[src/rtl/lr_pkg.sv]
`default_nettype none

package lr_pkg;

    localparam int CoordBits  = 16;
    localparam int FieldBits  = 16;
    localparam int ColorBits  = 16;
    localparam int ScrBits    = 12;
    localparam int DiffBits   = CoordBits + 1;
    localparam int ErrBits    = CoordBits + 2;
    localparam int CmpBits    = (CoordBits > ScrBits) ? CoordBits : ScrBits;
    localparam int QueueDepth = 4;
    localparam int QueuePtrBits = $clog2(QueueDepth);
    localparam int CfgIdxBits = 1;

    localparam logic [ScrBits-1:0] ScreenWidthReset  = ScrBits'(240);
    localparam logic [ScrBits-1:0] ScreenHeightReset = ScrBits'(320);

    typedef logic signed [CoordBits-1:0] t_coord;
    typedef logic signed [DiffBits-1:0]  t_diff;
    typedef logic        [DiffBits-1:0]  t_delta;
    typedef logic signed [ErrBits-1:0]   t_err;
    typedef logic signed [FieldBits-1:0] t_field;
    typedef logic        [ColorBits-1:0] t_color;
    typedef logic        [ScrBits-1:0]   t_scr;
    typedef logic        [CfgIdxBits-1:0] t_cfg_idx;

    typedef enum logic {
        MODE_LOAD = 1'b0,
        MODE_STEP = 1'b1
    } t_mode;

    typedef enum logic [CfgIdxBits-1:0] {
        REG_SCREEN_WIDTH  = 1'b0,
        REG_SCREEN_HEIGHT = 1'b1
    } t_reg_idx;

    // one classified beat on its way to the walker
    typedef struct packed {
        t_mode  mode;
        t_coord major_pos;
        t_coord major_end;
        t_coord minor_pos;
        t_delta delta_major;
        t_delta delta_minor;
        logic   step_down;
        logic   swapped;
        t_color color;
    } t_cmd;

endpackage

`default_nettype wire

[src/rtl/lr_setup.sv]
`default_nettype none

module lr_setup (
    input  wire logic                       i_clk,
    input  wire logic                       i_rst_n,
    input  wire logic                       i_in_valid,
    output logic                            o_in_ready,
    input  wire logic                       i_mode,
    input  wire logic [lr_pkg::FieldBits-1:0] i_x_start,
    input  wire logic [lr_pkg::FieldBits-1:0] i_y_start,
    input  wire logic [lr_pkg::FieldBits-1:0] i_x_end,
    input  wire logic [lr_pkg::FieldBits-1:0] i_y_end,
    input  wire logic [lr_pkg::ColorBits-1:0] i_pen_color,
    output logic                            o_push,
    output lr_pkg::t_cmd                    o_cmd,
    input  wire logic                       i_full
);
    import lr_pkg::*;

    logic   r_a_valid;
    t_mode  r_a_mode;
    t_coord r_a_xa, r_a_ya, r_a_xb, r_a_yb;
    t_diff  r_a_dx, r_a_dy;
    t_delta r_a_adx, r_a_ady;
    t_color r_a_color;

    t_coord xa, ya, xb, yb;
    t_diff  dx, dy;
    logic   accept;

    logic   steep, order, neg_major;
    t_coord maj_a, maj_b, min_a, min_b;
    t_diff  dmin;

    assign o_in_ready = !r_a_valid || !i_full;
    assign accept     = i_in_valid && o_in_ready;
    assign o_push     = r_a_valid && !i_full;

    always_comb begin
        xa = t_coord'(i_x_start[CoordBits-1:0]);
        ya = t_coord'(i_y_start[CoordBits-1:0]);
        xb = t_coord'(i_x_end[CoordBits-1:0]);
        yb = t_coord'(i_y_end[CoordBits-1:0]);
        dx = t_diff'(xb) - t_diff'(xa);
        dy = t_diff'(yb) - t_diff'(ya);
    end

    always_ff @(posedge i_clk) begin
        if (!i_rst_n) begin
            r_a_valid <= 1'b0;
        end else if (accept) begin
            r_a_valid <= 1'b1;
        end else if (o_push) begin
            r_a_valid <= 1'b0;
        end
    end

    always_ff @(posedge i_clk) begin
        if (accept) begin
            r_a_mode  <= t_mode'(i_mode);
            r_a_xa    <= xa;
            r_a_ya    <= ya;
            r_a_xb    <= xb;
            r_a_yb    <= yb;
            r_a_dx    <= dx;
            r_a_dy    <= dy;
            r_a_adx   <= dx[DiffBits-1] ? t_delta'(-dx) : t_delta'(dx);
            r_a_ady   <= dy[DiffBits-1] ? t_delta'(-dy) : t_delta'(dy);
            r_a_color <= i_pen_color;
        end
    end

    // steep lines walk along y; endpoints ordered so the major coordinate rises
    always_comb begin
        steep     = r_a_ady > r_a_adx;
        maj_a     = steep ? r_a_ya : r_a_xa;
        maj_b     = steep ? r_a_yb : r_a_xb;
        min_a     = steep ? r_a_xa : r_a_ya;
        min_b     = steep ? r_a_xb : r_a_yb;
        neg_major = steep ? r_a_dy[DiffBits-1] : r_a_dx[DiffBits-1];
        dmin      = steep ? r_a_dx : r_a_dy;
        order     = neg_major;

        o_cmd.mode        = r_a_mode;
        o_cmd.major_pos   = order ? maj_b : maj_a;
        o_cmd.major_end   = order ? maj_a : maj_b;
        o_cmd.minor_pos   = order ? min_b : min_a;
        o_cmd.delta_major = steep ? r_a_ady : r_a_adx;
        o_cmd.delta_minor = steep ? r_a_adx : r_a_ady;
        o_cmd.step_down   = order ? !dmin[DiffBits-1]
                                  : (dmin[DiffBits-1] || (dmin == '0));
        o_cmd.swapped     = steep;
        o_cmd.color       = r_a_color;
    end

    a_stage_holds: assert property (@(posedge i_clk) disable iff (!i_rst_n)
        (r_a_valid && i_full) |=> r_a_valid)
        else $error("setup stage dropped a beat while the queue was full");

endmodule

`default_nettype wire

[src/rtl/lr_fifo.sv]
`default_nettype none

module lr_fifo (
    input  wire logic         i_clk,
    input  wire logic         i_rst_n,
    input  wire logic         i_push,
    input  wire lr_pkg::t_cmd i_data,
    output logic              o_full,
    input  wire logic         i_pop,
    output logic              o_valid,
    output lr_pkg::t_cmd      o_data
);
    import lr_pkg::*;

    t_cmd                    r_mem [QueueDepth];
    logic [QueuePtrBits-1:0] r_wr_ptr, r_rd_ptr;
    logic [QueuePtrBits:0]   r_count;

    assign o_full  = r_count == (QueuePtrBits + 1)'(QueueDepth);
    assign o_valid = r_count != '0;
    assign o_data  = r_mem[r_rd_ptr];

    always_ff @(posedge i_clk) begin
        if (!i_rst_n) begin
            r_wr_ptr <= '0;
            r_rd_ptr <= '0;
            r_count  <= '0;
        end else begin
            if (i_push) begin
                r_wr_ptr <= r_wr_ptr + 1'b1;
            end
            if (i_pop) begin
                r_rd_ptr <= r_rd_ptr + 1'b1;
            end
            if (i_push && !i_pop) begin
                r_count <= r_count + 1'b1;
            end else if (!i_push && i_pop) begin
                r_count <= r_count - 1'b1;
            end
        end
    end

    always_ff @(posedge i_clk) begin
        if (i_push) begin
            r_mem[r_wr_ptr] <= i_data;
        end
    end

    a_no_overflow: assert property (@(posedge i_clk) disable iff (!i_rst_n)
        !(i_push && o_full))
        else $error("push into a full queue");

    a_no_underflow: assert property (@(posedge i_clk) disable iff (!i_rst_n)
        !(i_pop && !o_valid))
        else $error("pop from an empty queue");

endmodule

`default_nettype wire

[src/rtl/lr_walker.sv]
`default_nettype none

module lr_walker (
    input  wire logic         i_clk,
    input  wire logic         i_rst_n,
    input  wire logic         i_q_valid,
    input  wire lr_pkg::t_cmd i_cmd,
    output logic              o_pop,
    input  wire lr_pkg::t_scr i_screen_width,
    input  wire lr_pkg::t_scr i_screen_height,
    output logic              o_out_valid,
    input  wire logic         i_out_ready,
    output lr_pkg::t_field    o_pixel_x,
    output lr_pkg::t_field    o_pixel_y,
    output lr_pkg::t_color    o_pixel_color,
    output logic              o_on_screen,
    output logic              o_last
);
    import lr_pkg::*;

    t_coord r_major_pos, r_major_end, r_minor_pos;
    t_err   r_err;
    t_delta r_dmajor, r_dminor;
    logic   r_step_down, r_swapped, r_active;
    t_color r_color;

    logic   r_out_valid;
    t_field r_px, r_py;
    t_color r_pcolor;
    logic   r_vis, r_last;

    logic   advance, is_load, emit;
    t_coord px, py;
    logic   vis, fin;
    t_err   err_sub;

    assign advance = !r_out_valid || i_out_ready;
    assign o_pop   = i_q_valid && advance;
    assign is_load = i_cmd.mode == MODE_LOAD;
    assign emit    = o_pop && !is_load && r_active;

    always_comb begin
        px  = r_swapped ? r_minor_pos : r_major_pos;
        py  = r_swapped ? r_major_pos : r_minor_pos;
        vis = !px[CoordBits-1] && (CmpBits'($unsigned(px)) < CmpBits'(i_screen_width))
           && !py[CoordBits-1] && (CmpBits'($unsigned(py)) < CmpBits'(i_screen_height));
        fin = r_major_pos >= r_major_end;
        err_sub = r_err - t_err'(r_dminor);
    end

    always_ff @(posedge i_clk) begin
        if (!i_rst_n) begin
            r_major_pos <= '0;
            r_major_end <= '0;
            r_minor_pos <= '0;
            r_err       <= '0;
            r_dmajor    <= '0;
            r_dminor    <= '0;
            r_step_down <= 1'b0;
            r_swapped   <= 1'b0;
            r_active    <= 1'b0;
            r_color     <= '0;
        end else if (o_pop && is_load) begin
            // a load replaces any line still in progress
            r_major_pos <= i_cmd.major_pos;
            r_major_end <= i_cmd.major_end;
            r_minor_pos <= i_cmd.minor_pos;
            r_err       <= t_err'(i_cmd.delta_major >> 1);
            r_dmajor    <= i_cmd.delta_major;
            r_dminor    <= i_cmd.delta_minor;
            r_step_down <= i_cmd.step_down;
            r_swapped   <= i_cmd.swapped;
            r_active    <= 1'b1;
            r_color     <= i_cmd.color;
        end else if (emit) begin
            if (err_sub[ErrBits-1]) begin
                r_minor_pos <= r_step_down ? r_minor_pos - t_coord'(1)
                                           : r_minor_pos + t_coord'(1);
                r_err       <= err_sub + t_err'(r_dmajor);
            end else begin
                r_err <= err_sub;
            end
            if (fin) begin
                r_active <= 1'b0;
            end else begin
                r_major_pos <= r_major_pos + t_coord'(1);
            end
        end
    end

    always_ff @(posedge i_clk) begin
        if (!i_rst_n) begin
            r_out_valid <= 1'b0;
        end else if (advance) begin
            r_out_valid <= emit;
        end
    end

    always_ff @(posedge i_clk) begin
        if (emit) begin
            r_px     <= t_field'(px);
            r_py     <= t_field'(py);
            r_pcolor <= r_color;
            r_vis    <= vis;
            r_last   <= fin;
        end
    end

    assign o_out_valid   = r_out_valid;
    assign o_pixel_x     = r_px;
    assign o_pixel_y     = r_py;
    assign o_pixel_color = r_pcolor;
    assign o_on_screen   = r_vis;
    assign o_last        = r_last;

    a_load_arms: assert property (@(posedge i_clk) disable iff (!i_rst_n)
        (o_pop && is_load) |=> r_active)
        else $error("load beat did not start a line");

    a_idle_step_silent: assert property (@(posedge i_clk) disable iff (!i_rst_n)
        (o_pop && !is_load && !r_active) |=> !r_out_valid)
        else $error("step while idle produced a pixel");

endmodule

`default_nettype wire

[src/rtl/line_rasterizer.sv]
// a step beat passes the setup register, then the command queue, then the pixel
// register before its pixel shows on the output
// throughput: one beat per cycle, loads and steps alike, while the output is ready;
// the walker runs one error update a cycle and the four-entry queue absorbs output stalls
// reset: synchronous, active low; line goes idle, screen size returns to 240 x 320
`default_nettype none

module line_rasterizer (
    input  wire logic                         i_clk,
    input  wire logic                         i_rst_n,
    input  wire logic                         i_cfg_we,
    input  wire logic [lr_pkg::CfgIdxBits-1:0] i_cfg_index,
    input  wire logic [lr_pkg::ScrBits-1:0]   i_cfg_data,
    input  wire logic                         i_in_valid,
    output logic                              o_in_ready,
    input  wire logic                         i_mode,
    input  wire logic [lr_pkg::FieldBits-1:0] i_x_start,
    input  wire logic [lr_pkg::FieldBits-1:0] i_y_start,
    input  wire logic [lr_pkg::FieldBits-1:0] i_x_end,
    input  wire logic [lr_pkg::FieldBits-1:0] i_y_end,
    input  wire logic [lr_pkg::ColorBits-1:0] i_pen_color,
    output logic                              o_out_valid,
    input  wire logic                         i_out_ready,
    output logic signed [lr_pkg::FieldBits-1:0] o_pixel_x,
    output logic signed [lr_pkg::FieldBits-1:0] o_pixel_y,
    output logic [lr_pkg::ColorBits-1:0]      o_pixel_color,
    output logic                              o_on_screen,
    output logic                              o_last
);
    import lr_pkg::*;

    t_scr r_screen_width, r_screen_height;

    logic push, full, q_valid, pop;
    t_cmd push_cmd, q_cmd;

    always_ff @(posedge i_clk) begin
        if (!i_rst_n) begin
            r_screen_width  <= ScreenWidthReset;
            r_screen_height <= ScreenHeightReset;
        end else if (i_cfg_we) begin
            case (t_reg_idx'(i_cfg_index))
                REG_SCREEN_WIDTH:  r_screen_width  <= i_cfg_data;
                REG_SCREEN_HEIGHT: r_screen_height <= i_cfg_data;
                default: begin
                end
            endcase
        end
    end

    lr_setup u_setup (
        .i_clk       (i_clk),
        .i_rst_n     (i_rst_n),
        .i_in_valid  (i_in_valid),
        .o_in_ready  (o_in_ready),
        .i_mode      (i_mode),
        .i_x_start   (i_x_start),
        .i_y_start   (i_y_start),
        .i_x_end     (i_x_end),
        .i_y_end     (i_y_end),
        .i_pen_color (i_pen_color),
        .o_push      (push),
        .o_cmd       (push_cmd),
        .i_full      (full)
    );

    lr_fifo u_fifo (
        .i_clk   (i_clk),
        .i_rst_n (i_rst_n),
        .i_push  (push),
        .i_data  (push_cmd),
        .o_full  (full),
        .i_pop   (pop),
        .o_valid (q_valid),
        .o_data  (q_cmd)
    );

    lr_walker u_walker (
        .i_clk           (i_clk),
        .i_rst_n         (i_rst_n),
        .i_q_valid       (q_valid),
        .i_cmd           (q_cmd),
        .o_pop           (pop),
        .i_screen_width  (r_screen_width),
        .i_screen_height (r_screen_height),
        .o_out_valid     (o_out_valid),
        .i_out_ready     (i_out_ready),
        .o_pixel_x       (o_pixel_x),
        .o_pixel_y       (o_pixel_y),
        .o_pixel_color   (o_pixel_color),
        .o_on_screen     (o_on_screen),
        .o_last          (o_last)
    );

endmodule

`default_nettype wire
[config.mk]
export PLATFORM = sky130hd
export DESIGN_NAME = line_rasterizer
export DESIGN_NICKNAME = d
export VERILOG_FILES = /design/src/rtl/lr_pkg.sv /design/src/rtl/lr_setup.sv /design/src/rtl/lr_fifo.sv /design/src/rtl/lr_walker.sv /design/src/rtl/line_rasterizer.sv
export SDC_FILE = /design/constraint.sdc
export NUM_CORES = 1
export LEC_CHECK = 0
export BUFFER_PORTS_ARGS = -buffer_cell sky130_fd_sc_hd__buf_2
export CAP_MARGIN = 20
export CORE_MARGIN = 2
export CORE_UTILIZATION = 45
export CTS_BUF_LIST = sky130_fd_sc_hd__clkbuf_8 sky130_fd_sc_hd__clkbuf_16
export CTS_CLUSTER_DIAMETER = 150
export DETAILED_ROUTE_END_ITERATION = 16
export PLACE_DENSITY_LB_ADDON = 0.12
export SLEW_MARGIN = 10
export SYNTH_ARGS = -nofsm -noshare
export SYNTH_HDL_FRONTEND = slang
export SYNTH_SLANG_ARGS = --single-unit
[constraint.sdc]
create_clock -name i_clk -period 12.12 [get_ports i_clk]
set_input_delay 1.212 -clock i_clk [delete_from_list [all_inputs] [get_ports i_clk]]
set_output_delay 1.212 -clock i_clk [all_outputs]
set_load 0.01 [all_outputs]
==> results of run 1 <==
worst min-delay path by stage:
stage | to | startpoint | slack (ns) | depth (start not counted)
3_5_place_dp | u_walker.o_pixel_color[3] | u_walker.r_color[3] | 0.42 | 0
3_3_place_gp | u_walker.o_pixel_color[0] | u_walker.r_color[0] | 0.41 | 0
2_1_floorplan | u_walker.o_pixel_color[0] | u_walker.r_color[0] | 0.41 | 0
6_report | u_walker.o_pixel_color[3] | u_walker.r_color[3] | 0.43 | 0
4_1_cts | u_walker.o_pixel_color[3] | u_walker.r_color[3] | 0.43 | 0
5_1_grt | u_walker.o_pixel_color[3] | u_walker.r_color[3] | 0.44 | 0
where the power goes:
| part | switching, W | internal (W) |
|---|---|---|
| clock network | 0.00104 | 0.00150 |
| logic | 0.00206 | 0.00134 |
| registers | 0.000236 | 0.00328 |
| total | 0.00334 | 0.00612 |
logic make-up after synthesis:
logic type	share of synthesized area
flops	0.6058
compound gates	0.1084
fa+ha+maj	0.05546
simple gates	0.08248
buf+inv	0.02995
mux	0.09557
xor+xnor	0.02231
per-stage QoR:
stage                 util  total power (W)  instances  worst slack, ns  area, sq um
floorplan                -         0.005993       2663            2.807        34880
global placement    0.4765         0.006867       3759            7.585        36730
detailed placement  0.4766         0.006949       3760            7.468        36740
CTS                 0.5129         0.009515       3914            7.755        39540
global route        0.5133          0.01002       3916            7.353        39570
finish              0.5133         0.009451       3916            7.720        39570
layout by cell type, fill, tap and decap left out, types with 65 or more instances in the layout:
master     instances
a21oi_1          211
o21ai_0          109
dfxtp_1          152
ha_1             145
clkbuf_16         83
edfxtp_1         601
buf_2            151
nor2b_1           70
inv_1            171
mux4_2           101
a211oi_1          72
xnor2_1           65
nand2_1          261
nor2_1           104
critical path: cells and delay by family, from the launching register on:
family	cells	cell delay, ns
compound gates	8	1.93
simple gates	1	0.12
flops	1	0.42
fa+ha+maj	1	0.33
buf+inv	2	1.24
registers in the layout, summed over array words and instances, names as in the netlist, 17 cells and up, named ones only:
| name | cells |
|---|---|
| u_walker.r_dmajor | 17 |
| u_setup.r_a_adx | 17 |
| u_setup.r_a_ady | 17 |
| u_walker.r_dminor | 17 |
| u_fifo.r_mem | 404 |
| u_walker.r_err | 18 |
routing by layer:
metal  vias to the layer above  wire length [microns]  track usage
met5                         -                      0            0
li1                      10320                      -            -
met4                         0                   1722      0.05088
met3                       105                   3925      0.02775
met1                     10980                  40190       0.3151
met2                       534                  39160       0.3394
final cells by class:
type / count / area, sq um
sequential: 755 / 21140
tap: 1040 / 1301
timing repair buffer: 177 / 983.4
clock inverter: 60 / 571.8
clock buffer: 94 / 2228
multi-input combinational: 1634 / 12760
fill: 6616 / 37510
inverter: 156 / 588.1
==> qor.yml, run 1 <==
rows: 102
synthCells: 2663
grt_pass1_wl_microns: 129600
worst_setup_path_end_kind: "flip-flop"
gp_congestion: 0.8933
yosysWarnings: 0
cp-endpoint: "u_fifo.r_mem[1][52]"
worst_hold_slack_ns: 0.4303
rsz0062_at_grt: "no"
reg2reg_to: "u_fifo.r_mem[1][52]"
worstMarginPinSlew_ns: 1.062
ys_types: 82
final_nets: 3056
antenna_found_initial: 0
die-area_sq_um: 79750
cts_sinks: 755
grt_use_total: 0.2143
fin_crit_ns: 4.400
synth-edff-count: 601
initial_core_util: 0.4525
num_antenna_cells: 0
crit_slowest_cell: "buf_4"
synth.net_count: 2913
cts_buffer_depth: 3
io_pins: 151
maxSlewHeadroom: 0.2917
tns_ns: 0
cts_resized: 0
setup_violations: 0
grt_max_degree: 148
synth_common_cells: "601 x edfxtp_1, 262 x nand2_1, 211 x a21oi_1, 154 x dfxtp_1, 154 x inv_1"
r2r_slack_ns: 7.72
drcViolationCount: 0
clock.fmax_mhz: 227.3
r2r_start: "u_setup.r_a_ady[2]"
synth_top_cell_by_area: "edfxtp_1"
path_class: "flip-flop to flip-flop"
async_reset_ff_frac: 0
power.leakage_nw: 14.17
synthFlopType: "edfxtp_1"
via_per_inst: 5.601
synthTopCellsByArea: "edfxtp_1 52%, dfxtp_1 8.8%, mux4_2 6.5%"
synth_top_area_frac: 0.5175
ys_ff_latch: 755
seq_area_frac_synth: 0.6058
post_cts_buffers: 0
drt-total-wl_microns: 85000
synth.avg_cell_area_sq_um: 13.10
grt_overflow: 0
hold_violations: 0
drt-wirelength-per-cell_microns: 21.71
htreeDepth: 3
worst-path-max-fanout: 64
portBuffers: 150
skew_ns: 0.02152
layout-drive-gt1-share: 0.1728
critPathLaunchType: "flip-flop"
area_growth_syn_to_layout_pct: 13.46
cts-root-buf: "clkbuf_16"
worst-r2r-cell-count: 12
postCtsHoldBufs: 0
core_area_sq_um: 77080
yosysMostFrequentCell: "edfxtp_1"
drtAntennaViolNets: 0
drt_iter0_markers: 1609
route.vias.total: 21930
cp-startpoint: "u_setup.r_a_ady[2]"
clock_latency_ns: 0.64
cts.clk_slew.worst_paths_ns: 0.06
dieHeight_microns: 282.4
hold_path_class: "flip-flop to flip-flop"
die_x_microns: 282.4
crit_chain: "ha_1, a21o_1, a21o_1, a21o_1, a21oi_1, nor2b_1, o311ai_0, a2bb2oi_4, buf_4, buf_4, a211oi_1, a21oi_1"
arrival_ns: 4.72
vdd_drop_max_mv: 0.1173
cts_made_buffers: 82
drt_first_pass_iters: 5
fin_crit_sh: 0.3631
cp.required_ns: 12.44
power_density_nw_per_um2: 238.8
report.final.slew_viol_count: 0
cap_violations: 0
cts_tree: "done"
crit_path_frequent_cell: "a21o_1"
max_stage_delay_ns: 0.63
status: "finished, final reports clean"
dpl.hpwl_microns: 57700
grt_pass1_vias: 21600
syn-cell-area_sq_um: 34880
(Power assumes the default switching activity.)
==> run 2, diff against run 1 <==
ABC_AREA = 1   (was default)
clock period = 3.7 ns   (was 12.12 ns; I/O delays follow)
==> qor.yml, run 2 <==
largest_reg_flops: 404  # unchanged
critPathTopFamily: "simple AND/OR/NAND/NOR gates"  # was compound AO/OA/AOI/OAI gates
drcViolationCount: 0  # unchanged
p_clk_frac: 0.247  # was 0.268
worst_setup_path_end_kind: "flip-flop"  # unchanged
reg_top3: "u_fifo.r_mem x404, u_walker.r_err x18"  # unchanged
cts_buffer_depth: 3  # unchanged
crit_chain: "inv_1, ha_1, fa_1, nand3b_1, nand2_1, nand2_1, nand2_2, nand2_1, nand2_1, nand2_1, nand2_1, inv_1, ha_1, nand2_1, nor2_1, nand4_1, o21bai_1, nand2_1, nand2_1, nand2_1, inv_1, nand2_1, nand3_1, a21oi_1"  # was ha_1, a21o_1, a21o_1, a21o_1, a21oi_1, nor2b_1, o311ai_0, a2bb2oi_4, buf_4, buf_4, a211oi_1, a21oi_1
hold_violations: 0  # unchanged
antenna_found_initial: 2  # was 0
synth_top_cell_by_area: "edfxtp_1"  # unchanged
hold_path_class: "primary input to flip-flop"  # was flip-flop to flip-flop
crit_slowest_cell: "fa_1"  # was buf_4
critPathLaunchType: "flip-flop"  # unchanged
final_nets: 4441  # was 3,056
skew_ns: 0.02785  # was 0.02152 ns
fillers: 7321  # was 6,616
syn-cell-area_sq_um: 36670  # was 34,880 sq um
htreeDepth: 3  # unchanged
power.switching_w: 0.01402  # was 0.003335 W
ys_types: 48  # was 82
clock_latency_ns: 0.64  # about the same
io_pins: 151  # unchanged
pwr-share-comb: 0.415  # was 0.360
fin_crit_ns: 3.291  # was 4.400 ns
arrival_ns: 3.86  # was 4.72 ns
vdd_drop_max_mv: 0.4507  # was 0.1173 mV
final_common_cell: "nand2_1"  # was edfxtp_1
power.leakage_nw: 17.78  # was 14.17 nW
top_register: "u_fifo.r_mem"  # unchanged
drtAntennaViolNets: 0  # unchanged
maxSlewHeadroom: 0.3407  # was 0.2917
grt_use_met1: 0.3347  # was 0.3151
cts-root-buf: "clkbuf_16"  # unchanged
power_density_nw_per_um2: 818.2  # was 238.8 nW/um^2
seqPwrFrac: 0.337  # was 0.372
area_growth_syn_to_layout_pct: 15.77  # was 13.46%
yosysWarnings: 0  # unchanged
use_met3: 0.03016  # was 0.02775
report.final.slew_viol_count: 0  # unchanged
seq_area_frac_synth: 0.5763  # was 0.6058
drt_first_pass_iters: 5  # unchanged
rsz0062_at_grt: "no"  # unchanged
core_area_sq_um: 80550  # was 77,080 sq um
post_cts_buffers: 0  # unchanged
crit_path_frequent_cell: "nand2_1"  # was a21o_1
status: "finished, final reports clean"  # unchanged
power.total_w: 0.03473  # was 0.009451 W
grt_pass1_wl_microns: 148400  # was 129,600 microns
max_stage_delay_ns: 0.40  # was 0.63 ns
async_reset_ff_frac: 0  # unchanged
cts_tree: "done"  # unchanged
synth_top_area_frac: 0.4922  # was 0.5175
die_x_microns: 289.5  # was 282.4 microns
path_class: "flip-flop to flip-flop"  # unchanged
fin_crit_sh: 0.8893  # was 0.3631
layout-drive-gt1-share: 0.08515  # was 0.1728
dpl.hpwl_microns: 65050  # was 57,700 microns
synth-edff-count: 601  # unchanged
via_per_inst: 5.164  # was 5.601
cap_violations: 0  # unchanged
path_buf_inv: 3  # was 2
cts.clk_slew.worst_paths_ns: 0.06  # about the same
p_int_w: 0.02071  # was 0.006115 W
cts_sinks: 755  # unchanged
layout_common_cells: "871 x nand2_1, 601 x edfxtp_1, 515 x nor2_1, 452 x inv_1, 431 x o21ai_0"  # was 601 x edfxtp_1, 261 x nand2_1, 211 x a21oi_1, 171 x inv_1, 152 x dfxtp_1
fin_cells: 5327  # was 3,916
dieHeight_microns: 289.5  # was 282.4 microns
swShare: 0.4037  # was 0.3529
use_met2: 0.3579  # was 0.3394
drt_iter0_markers: 2090  # was 1,609
cts_made_buffers: 84  # was 82
initial_core_util: 0.4552  # was 0.4525
gp_congestion: 0.9243  # was 0.8933
grt_max_degree: 200  # was 148
drt-wirelength-per-cell_microns: 17.97  # was 21.71 microns
synth.net_count: 4223  # was 2,913
setup_violations: 0  # unchanged
synthFlopType: "edfxtp_1"  # unchanged
route.vias.total: 27510  # was 21.93k
worst_hold_slack_ns: 0.05096  # was 0.4303 ns
ys_ff_latch: 755  # unchanged
synthTopCellsByArea: "edfxtp_1 49%, nand2_1 8.9%, dfxtp_1 8.4%"  # was edfxtp_1 52%, dfxtp_1 8.8%, mux4_2 6.5%
synth_common_cells: "872 x nand2_1, 601 x edfxtp_1, 519 x nor2_1, 432 x o21ai_0, 430 x inv_1"  # was 601 x edfxtp_1, 262 x nand2_1, 211 x a21oi_1, 154 x dfxtp_1, 154 x inv_1
drt-total-wl_microns: 95720  # was 85,000 microns
rows: 104  # was 102
worstMarginPinSlew_ns: 0.9889  # was 1.062 ns
dp.cells: 5078  # was 3,760
yosysMostFrequentCell: "nand2_1"  # was edfxtp_1
synthCells: 3973  # was 2,663
synth.avg_cell_area_sq_um: 9.229  # was 13.10 sq um
die-area_sq_um: 83780  # was 79,750 sq um
worst-path-max-fanout: 5  # was 64
grt_pass1_vias: 25970  # was 21.60k
grt_overflow: 0  # unchanged
grt_use_total: 0.2300  # was 0.2143
clock.fmax_mhz: 303.9  # was 227.3 MHz
cp.required_ns: 4.27  # was 12.44 ns
grt_busiest_layer: "met2"  # unchanged
portBuffers: 150  # unchanged
==> run 2: what timing repair did <==
item	4_1_cts	5_1_grt
hold endpoints to repair	89	0
gates resized for setup	0	2
setup endpoints to repair	0	4
hold buffers	87	0
==> run 2: metrics by stage <==
| step | setup WS, ns | util | setup TNS (ns) | instance area [sq um] |
|---|---|---|---|---|
| after global placement | 0.4271 | 0.4804 | 0 | 38700 |
| after floorplan | -0.2686 | - | -108.53 | 36680 |
| after CTS | 0.3883 | 0.5269 | 0 | 42440 |
| after detailed placement | 0.4052 | 0.4804 | 0 | 38700 |
| final | 0.4094 | 0.5270 | 0 | 42450 |
| after global routing | 0.004174 | 0.5270 | 0 | 42440 |
==> run 2: power groups by stage <==
| stage | clock network (W) | registers [W] | logic, W |
|---|---|---|---|
| final | 0.00859 | 0.0117 | 0.0144 |
| after global placement | 0 | 0.0119 | 0.0142 |
| after floorplan | 0 | 0.0116 | 0.0103 |
| after CTS | 0.00876 | 0.0117 | 0.0144 |
| after global routing | 0.00908 | 0.0118 | 0.0164 |
| after detailed placement | 0 | 0.0119 | 0.0143 |
==> run 2: worst register-to-register path, cell delays in order (launching register included) <==
cell and delay [ns]:
dfxtp_1 0.32, inv_1 0.05, ha_1 0.20, fa_1 0.40, nand3b_1 0.17, nand2_1 0.14
nand2_1 0.09, nand2_2 0.12, nand2_1 0.09, nand2_1 0.06, nand2_1 0.04, nand2_1 0.10
inv_1 0.05, ha_1 0.35, nand2_1 0.11, nor2_1 0.18, nand4_1 0.10, o21bai_1 0.19
nand2_1 0.07, nand2_1 0.04, nand2_1 0.06, inv_1 0.04, nand2_1 0.06, nand3_1 0.06
a21oi_1 0.13
==> run 2: kinds of logic (layout without fill, tap and decap cells) <==
group           count (synthesis)  in the layout  share of synthesized area
fa+ha+maj                     151            151                    0.05276
other cells                     0              4                          0
buf+inv                       595            885                    0.06422
simple gates                 1650           1650                     0.1814
xor+xnor                       58             58                    0.01385
flops                         755            755                     0.5763
compound gates                764            764                     0.1115
==> run 2: final cells by class <==
type | instances | area [sq um] | area share
antenna | 4 | 10.01 | 0.0002358
clock buffer | 96 | 2301 | 0.05420
clock inverter | 62 | 569.3 | 0.01341
inverter | 436 | 1648 | 0.03882
multi-input combinational | 2623 | 13210 | 0.3113
sequential | 755 | 21140 | 0.4980
tap | 1060 | 1326 | 0.03124
timing repair buffer | 291 | 2242 | 0.05282
==> run 2: layer usage <==
layer	wire length, microns	up-vias
li1	-	13840
met1	46340	12860
met2	41940	667
met3	4901	141
met4	2536	0
met5	0	-
==> run 2: path summary, 6_finish.rpt <==
check | startpoint | end | slack, ns | cells past startpoint
worst max register to register | u_walker.r_err[0] | u_walker.r_err[14] | 0.41 | 24
worst max-delay path | u_walker.r_err[0] | u_walker.r_err[14] | 0.41 | 24
worst min register to register | u_walker.r_color[15] | u_walker.o_pixel_color[15] | 0.42 | 0
worst min-delay path | i_cfg_data[0] | r_screen_height[0] | 0.05 | 3
